## config.mk

```make
export PLATFORM = sky130hd
export DESIGN_NAME = sbme_ram
export DESIGN_NICKNAME = d
export VERILOG_FILES = /design/src/design/sbme_ram.sv
export SDC_FILE = /design/constraint.sdc
export NUM_CORES = 1
export LEC_CHECK = 0
export ABC_CLOCK_PERIOD_IN_PS = 3000
export BUFFER_PORTS_ARGS = -buffer_cell sky130_fd_sc_hd__buf_2
export CAP_MARGIN = 40
export CORE_ASPECT_RATIO = 1.2
export CORE_MARGIN = 3
export CORE_UTILIZATION = 25
export DETAILED_ROUTE_END_ITERATION = 10
export GPL_ROUTABILITY_DRIVEN = 0
export PLACE_DENSITY_LB_ADDON = 0.25
export SLEW_MARGIN = 30
export SYNTH_ARGS = -nofsm -noshare
export SYNTH_HDL_FRONTEND = slang
export SYNTH_SLANG_ARGS = --single-unit
```

## constraint.sdc

```tcl
create_clock -name clk -period 3 [get_ports clk]
set_input_delay 0.15 -clock clk [delete_from_list [all_inputs] [get_ports clk]]
set_output_delay 0.15 -clock clk [all_outputs]
set_load 0.03 [all_outputs]
```

## src/design/sbme_ram.sv

```systemverilog
// sbme_ram: generic single-write, single-read RAM with a registered read port.
// No dependencies.
`timescale 1ns / 1ps
`default_nettype none

module sbme_ram #(
  parameter int WIDTH = 32,
  parameter int DEPTH = 32,
  localparam int AW = (DEPTH > 1) ? $clog2(DEPTH) : 1
) (
  input  wire logic             clk,
  input  wire logic             we,
  input  wire logic [AW-1:0]    waddr,
  input  wire logic [WIDTH-1:0] wdata,
  input  wire logic [AW-1:0]    raddr,
  output logic      [WIDTH-1:0] rdata
);

  logic [WIDTH-1:0] mem [DEPTH];

  always_ff @(posedge clk) begin
    if (we) begin
      mem[waddr] <= wdata;
    end
    rdata <= mem[raddr];
  end

endmodule

`default_nettype wire

```

=== Word-level counts from Yosys, hierarchy flattened ===
Memory sizes are Yosys's and may differ from the RTL's. A register that Yosys moved wholly into a read port is not among the register bits.
Cells that the tools add are included.

* Register bits after elaboration: 0
* Bits in latches: 0
* Memory bits (writable): 1,024
* Memory bits (read-only): 0
* Input bits: 44
* Output and inout port bits: 32
* Logic and storage cells: 3
* Memories: 1

* $add $sub $neg: 0
* Multiply operators: 0
* Div/mod/pow operators: 0
* $lt $le $gt $ge: 0
* Equal/unequal tests: 0
* Shift operators: 0
* Mux-type cells: 2
* Bitwise operators: 0
* Reductions and logical operators: 0

{| class="wikitable"
|+ Memory list
! memory !! words !! width !! read ports !! clocked after memory_dff !! write ports !! line !! RTL
|-
| mem || 32 || 32 || 1 || 1 || 1 || 19 || <nowiki>logic [WIDTH-1:0] mem [DEPTH];</nowiki>
|}

{| class="wikitable"
|+ Operators with widths
! cell !! number
|-
| two-way mux 1 bit || 2
|}

=== Longest topological paths before layout ===
Gate-level depths: netlist (run 1).

* Depth after elaboration: 2
* Mapped depth: 8
* Mapped depth without buffers: 5

=== Least setup slack after synthesis (run 1) ===
Ideal clock, no wire load.

* Kind: input to register
* Start: in waddr[1]
* End: mem mem[12][0], enable pin
* Library setup time: 0.421 ns
* Data arrival time: 2.163 ns
* Data required time: 2.579 ns
* Slack: 0.416 ns
* Stages on the path: 3
* Path buffers: 1
* Path through: or3b_2 > clkbuf_1 > nor2_1

{| class="wikitable"
|+ RTL lines
! what !! line !! RTL
|-
| start: declaration || 13 || <nowiki>input wire logic [AW-1:0] waddr,</nowiki>
|-
| end: declaration || 19 ||
|}

No word-level cell before the write port.

=== Worst setup path after layout (run 1) ===
* Start: reg rdata[14], read port of mem
* End: out rdata[14]

{| class="wikitable"
|+ RTL lines
! what !! line !! RTL
|-
| start: declaration || 16 || <nowiki>output logic [WIDTH-1:0] rdata</nowiki>
|}

No word-level cell between the ends.

==> results of run 1 <==
==> cell usage in the layout (no fill, tap or decap), types with 3 or more instances in the layout <==
cell type      instances
clkbuf_16            102
nor3_1                32
dfxtp_1               32
nand3b_1               5
bufinv_16             11
mux2i_1              512
a22oi_1               96
nor2_4                33
clkbuf_1              20
buf_4                 67
a31oi_1               32
nand3_1               98
nand2_1               97
clkinvlp_4             5
edfxtp_1            1024
or3b_2                 3
clkinv_1              20
a21oi_1               96
clkinv_2               9
diode_2                8
buf_12                33
a22o_1                64
dlygate4sd3_1         30
buf_2                 74
inv_16                 3
==> per-stage QoR <==
step                hold slack (ns)  instances  cell area, um^2  power (W)  util [%]
floorplan                    0.2489       2260            40490    0.01773         -
global route                0.08487       4635            47750    0.03195     29.71
finish                      0.06289       4640            47770    0.03088     29.71
detailed placement           0.5841       4427            44200    0.01853     27.50
CTS                         0.02371       4632            47750    0.03128     29.70
global placement             0.5831       4427            44200    0.01850     27.50
==> final cells by class <==
cell class,instances,area (um^2)
fill,15830,113000
timing repair buffer,205,1849
antenna,8,20.02
clock inverter,52,604.3
multi-input combinational,1077,8610
clock buffer,123,2641
sequential,1056,31390
tap,2119,2651
==> cell families after synthesis <==
kind of cell	after synthesis	share of synthesized area, %
flip-flops	1056	77.53
multiplexers	512	12.66
buffers and inverters	127	1.860
AO/OA/AOI/OAI	288	4.846
AND/OR/NAND/NOR	277	3.100
==> per-layer routing <==
| layer | track usage [%] | wire [um] | up-vias |
|---|---|---|---|
| met5 | 0 | 0 | - |
| met4 | 4.269 | 2700 | 0 |
| met2 | 23.32 | 56800 | 466 |
| met1 | 16.27 | 46670 | 10990 |
| met3 | 2.062 | 4949 | 140 |
| li1 | - | - | 9347 |
==> power by group <==
group	internal [W]	switching [W]
Combinational	0.000560	0.00117
Sequential	0.0164	0.0000792
Clock	0.00721	0.00545
Total	0.0242	0.00670
==> state kept, by name, summed over array words and instances (netlist names) <==
name   count
rdata     32
mem     1024
==> worst max path at each step <==
stage	startpoint	endpoint	slack (ns)	cells past startpoint
finish	rdata[14]$_DFF_P_	rdata[14]	1.41	1
detailed placement	raddr[1]	rdata[16]$_DFF_P_	0.67	7
CTS	rdata[14]$_DFF_P_	rdata[14]	1.31	1
floorplan	waddr[1]	mem[12][0]$_DFFE_PP_	0.42	3
global route	raddr[1]	rdata[16]$_DFF_P_	1.31	7
global placement	raddr[1]	rdata[8]$_DFF_P_	0.68	6
==> timing repair <==
action | CTS | global route
hold buffers | 30 | 0
hold endpoints to repair | 929 | 0
buffers inserted | 0 | 0
==> impl_metrics.json, run 1 <==
{
  "status": "finished clean",
  "finalMaxSlewViolations": 0,
  "root_buffer": "clkbuf_16",
  "cp-start-kind": "register",
  "yosysSeqAreaShare_pct": 77.54,
  "p_per_area_nw_per_um2": 646.5,
  "wl_per_cell_um": 23.95,
  "ys_async_sr_fraction_pct": 0,
  "place_ws_ns": 0.6675,
  "cts_tree": "built",
  "synth.most_common_cell": "edfxtp_1",
  "ctsLongestPathBuffers": 3,
  "syn_avg_cell_area_um2": 17.91,
  "synth_area_leaders": "edfxtp_1 76%, mux2i_1 13%, a22oi_1 1.8%",
  "core-area_um2": 160800,
  "antenna_left": 0,
  "rows": 161,
  "reg2reg_to": "rdata[2]$_DFF_P_",
  "routed_wl_mm": 111.1,
  "start_util_pct": 25.18,
  "worstPathBufferInverterCount": 1,
  "end_kind": "output pin",
  "r2r_cells": 5,
  "synth_area_um2": 40490,
  "synth_warnings": 0,
  "clk_pin_slew_ns": 0.06,
  "cp_slowest_cell": "dfxtp_1",
  "drt_first_pass_iters": 5,
  "grt_antenna_before_repair": 12,
  "leakage_nw": 16.21,
  "first_iter_violations": 1342,
  "finalWorstSetupSlack_ns": 1.412,
  "cts_resized": 0,
  "synth_cells": 2260,
  "whs_path_depth": 1,
  "grt_pass1_vias": 21810,
  "max_clock_freq_mhz": 629.7,
  "syn2layout_area_growth_pct": 17.98,
  "die_width_um": 373.4,
  "synth.ff_latch_count": 1056,
  "ir_worst_vdd_mv": 0.4609,
  "vias": 20940,
  "timing.rr.start": "mem[1][2]$_DFFE_PP_",
  "grt_overflow": 0,
  "pin_count": 76,
  "yosysTopAreaCellShare_pct": 75.95,
  "rsz0062_at_grt": "false",
  "final-hold-violation-count": 0,
  "worst_slew_pin_slew_ns": 0.8326,
  "synth.largest_area_cell": "edfxtp_1",
  "syn-num-nets": 2304,
  "nNetsFinal": 2486,
  "synth-edff-count": 1024,
  "clock_sinks": 1056,
  "crit_type": "reg2out",
  "cp_max_fo": 2,
  "grtUsageTotal_pct": 13.12,
  "hpwl_mm": 62.32,
  "grt_max_degree": 58,
  "final-setup-viol-count": 0,
  "synthFlopType": "edfxtp_1",
  "min_path_type": "in2reg",
  "min-delay-start": "wdata[8]",
  "maxCapViolCount": 0,
  "fin_crit_sh_pct": 52.94,
  "final_layout_size_suffix_gt1_share_pct": 14.05,
  "clkLatencyLatePin_ns": 0.70,
  "worstPathRequired_ns": 2.85,
  "io_buffers": 75,
  "slew_headroom_pct": 44.50,
  "path_cells": "buf_2",
  "htreeDepth": 3,
  "synth.distinct_cells": 25,
  "die_area_um2": 166800,
  "fin_crit_ns": 1.588,
  "grt_pass1_wl_mm": 158.6,
  "max_stage_delay_ns": 0.47,
  "drc": 0,
  "synth_common_cells": "1024 x edfxtp_1, 512 x mux2i_1, 98 x nand2_1, 98 x nand3_1",
  "numCtsBuffers": 102,
  "cp_top_family": "flip-flops",
  "clock_skew_ns": 0.02095,
  "reg2reg_slack_ns": 1.52,
  "hold_end": "mem[24][8]$_DFFE_PP_",
  "avgViaCountPerCell": 4.513,
  "tns_ns": 0,
  "crit_arrival_ns": 1.44,
  "fp.dieH_um": 446.8
}
No activity file was read; power rests on OpenSTA's default activity.
==> inputs of run 2 (changes only) <==
Settings changed: ABC_AREA from default to 1, ABC_CLOCK_PERIOD_IN_PS 3000 to 1650.
Clock period 3 ns to 1.65 ns, I/O delays scaled along.
==> run 2 against run 1 <==
Clock skew down 0.0038 ns; synthesized cell count up 56%; utilization up 0.83 points; sequential power up 82%; design area up 7.1%; flip-flop and latch count unchanged; register-to-register slack worse by 1.1 ns; via count up 29%; critical endpoint is now rdata[13].
==> impl_metrics.json, run 2 <==
{
  "synth.largest_area_cell": "edfxtp_1",
  "htreeDepth": 3,
  "rsz0062_at_grt": "false",
  "yosysTopAreaCellShare_pct": 72.51,
  "finalNonFillerCells": 6077,
  "die_width_um": 382.0,
  "synth.distinct_cells": 14,
  "worstPathRequired_ns": 1.57,
  "drc": 0,
  "synth.ff_latch_count": 1056,
  "final-setup-viol-count": 0,
  "drt_first_pass_iters": 5,
  "first_iter_violations": 1894,
  "cts_setup_buffers": 0,
  "io_buffers": 75,
  "rows": 164,
  "pin_count": 76,
  "dp_cells": 5830,
  "largestRegisters": "mem (1024), rdata (32)",
  "clk_pin_slew_ns": 0.06,
  "final_layout_size_suffix_gt1_share_pct": 12.27,
  "ir_worst_vdd_mv": 0.7518,
  "grt_pass1_wl_mm": 191.6,
  "crit_arrival_ns": 1.47,
  "grt_overflow": 0,
  "min_path_type": "in2reg",
  "p_total_w": 0.05917,
  "synth_area_leaders": "edfxtp_1 73%, nand2_1 13%, nand3_1 9.2%",
  "synth.most_common_cell": "nand2_1",
  "fin_crit_sh_pct": 94.10,
  "avgViaCountPerCell": 4.460,
  "ys_async_sr_fraction_pct": 0,
  "cp_slowest_cell": "dfxtp_2",
  "status": "finished clean",
  "ctsLongestPathBuffers": 3,
  "grt_antenna_before_repair": 6,
  "grtUsageTotal_pct": 14.85,
  "root_buffer": "clkbuf_16",
  "clock_sinks": 1056,
  "syn2layout_area_growth_pct": 20.60,
  "clock_skew_ns": 0.01716,
  "slew_headroom_pct": 59.09,
  "cp-start-kind": "register",
  "synth_area_um2": 42410,
  "final_cell_mix": "1440 x nand2_1, 1024 x edfxtp_1, 780 x nand3_1",
  "worstPathBufferInverterCount": 1,
  "synthFlopType": "edfxtp_1",
  "crit_type": "reg2out",
  "largest_reg_flops": 1024,
  "start_util_pct": 25.33,
  "cp_top_family": "flip-flops",
  "hpwl_mm": 74.50,
  "final_common_cell": "nand2_1",
  "max_clock_freq_mhz": 644.0,
  "grt_pass1_vias": 26860,
  "antenna_left": 0,
  "synth_cells": 3536,
  "cts_tree": "built",
  "leakage_nw": 18.43,
  "grt_max_degree": 93,
  "final-hold-violation-count": 0,
  "vias": 27110,
  "core-area_um2": 167400,
  "cp_max_fo": 2,
  "nNetsFinal": 3781,
  "clkLatencyLatePin_ns": 0.70,
  "end_kind": "output pin",
  "fin_crit_ns": 1.553,
  "yosysSeqAreaShare_pct": 74.02,
  "synth-edff-count": 1024,
  "numCtsBuffers": 109,
  "top_register": "mem",
  "worst_slew_pin_slew_ns": 0.6137,
  "p_per_area_nw_per_um2": 1157,
  "routed_wl_mm": 131.5,
  "wl_per_cell_um": 21.63,
  "synth_common_cells": "1440 x nand2_1, 1024 x edfxtp_1, 780 x nand3_1",
  "syn_avg_cell_area_um2": 11.99,
  "maxCapViolCount": 0,
  "path_cells": "buf_2",
  "finalMaxSlewViolations": 0,
  "max_stage_delay_ns": 0.50,
  "synth_warnings": 0,
  "die_area_um2": 174600,
  "fp.dieH_um": 457.2,
  "syn-num-nets": 3580
}
-- run 2: cell types whose count changed in the layout (fill, tap and decap cells not counted), sizes merged, moves of 5 or more --
cell         change
a21oi           -96
a22o            -64
a22oi           -96
a31oi           -32
buf             +96
clkbuf          +29
dlygate4sd3      +7
inv             +10
mux2i          -512
nand2         +1342
nand3          +682
nand3b           -5
nor3            -32
-- run 2: through the flow --
stage	utilization [%]	TNS, ns	hold WS (ns)	worst slack (ns)	cell area, um^2
final	30.54	0	0.1379	0.09729	51140
after global placement	28.14	0	0.5243	0.01523	47120
after global routing	30.54	0	0.1443	0.05427	51130
after CTS	30.53	0	0.08924	0.02972	51130
after floorplan	-	-502.86	0.1814	-0.5090	42410
after detailed placement	28.14	-0.003030	0.5228	-0.003030	47120
-- run 2: cells by family (layout without fill, tap and decap cells) --
group,after synthesis,count (layout),share of synthesized area (%)
flops,1056,1056,74.02
other cells,0,6,0
buf+inv,228,522,3.741
simple gates,2252,2252,22.24
-- run 2: repair_timing --
item / CTS / global route
hold buffers: 37 / 0
gates resized for setup: 1 / 0
setup endpoints to repair: 1 / 0
endpoints found under the hold margin: 1048 / 0
-- run 2: layout make-up --
| cell class | count | area, um^2 |
|---|---|---|
| Fill cell | 17010 | 116300 |
| Sequential cell | 1056 | 31390 |
| Multi-Input combinational cell | 2252 | 9669 |
| Timing Repair Buffer | 308 | 3560 |
| Clock buffer | 152 | 3062 |
| Tap cell | 2241 | 2804 |
| Clock inverter | 52 | 574.3 |
| Inverter | 10 | 67.56 |
| Antenna cell | 6 | 15.01 |
-- run 2: final timing paths --
check / startpoint / end / slack [ns] / cells past startpoint
setup / recovery: rdata[13]$_DFF_P_ / rdata[13] / 0.1 / 1
hold / removal: raddr[0] / rdata[18]$_DFF_P_ / 0.14 / 10
setup reg to reg: mem[11][13]$_DFFE_PP_ / rdata[13]$_DFF_P_ / 0.41 / 9
hold reg to reg: mem[6][15]$_DFFE_PP_ / rdata[15]$_DFF_P_ / 0.73 / 8
-- run 2: report_power, final --
group	internal [W]	switching, W	total [W]
registers	0.0298	0.000154	0.0300
logic	0.00125	0.00282	0.00407
clock network	0.0148	0.0103	0.0251
-- run 2: per-layer routing --
metal / vias up / routed length (um) / global-route usage (%)
met4: 0 / 3207 / 4.431
li1: 12760 / - / -
met1: 13630 / 56090 / 18.76
met3: 154 / 5299 / 1.906
met2: 562 / 66870 / 26.37
met5: - / 0 / 0
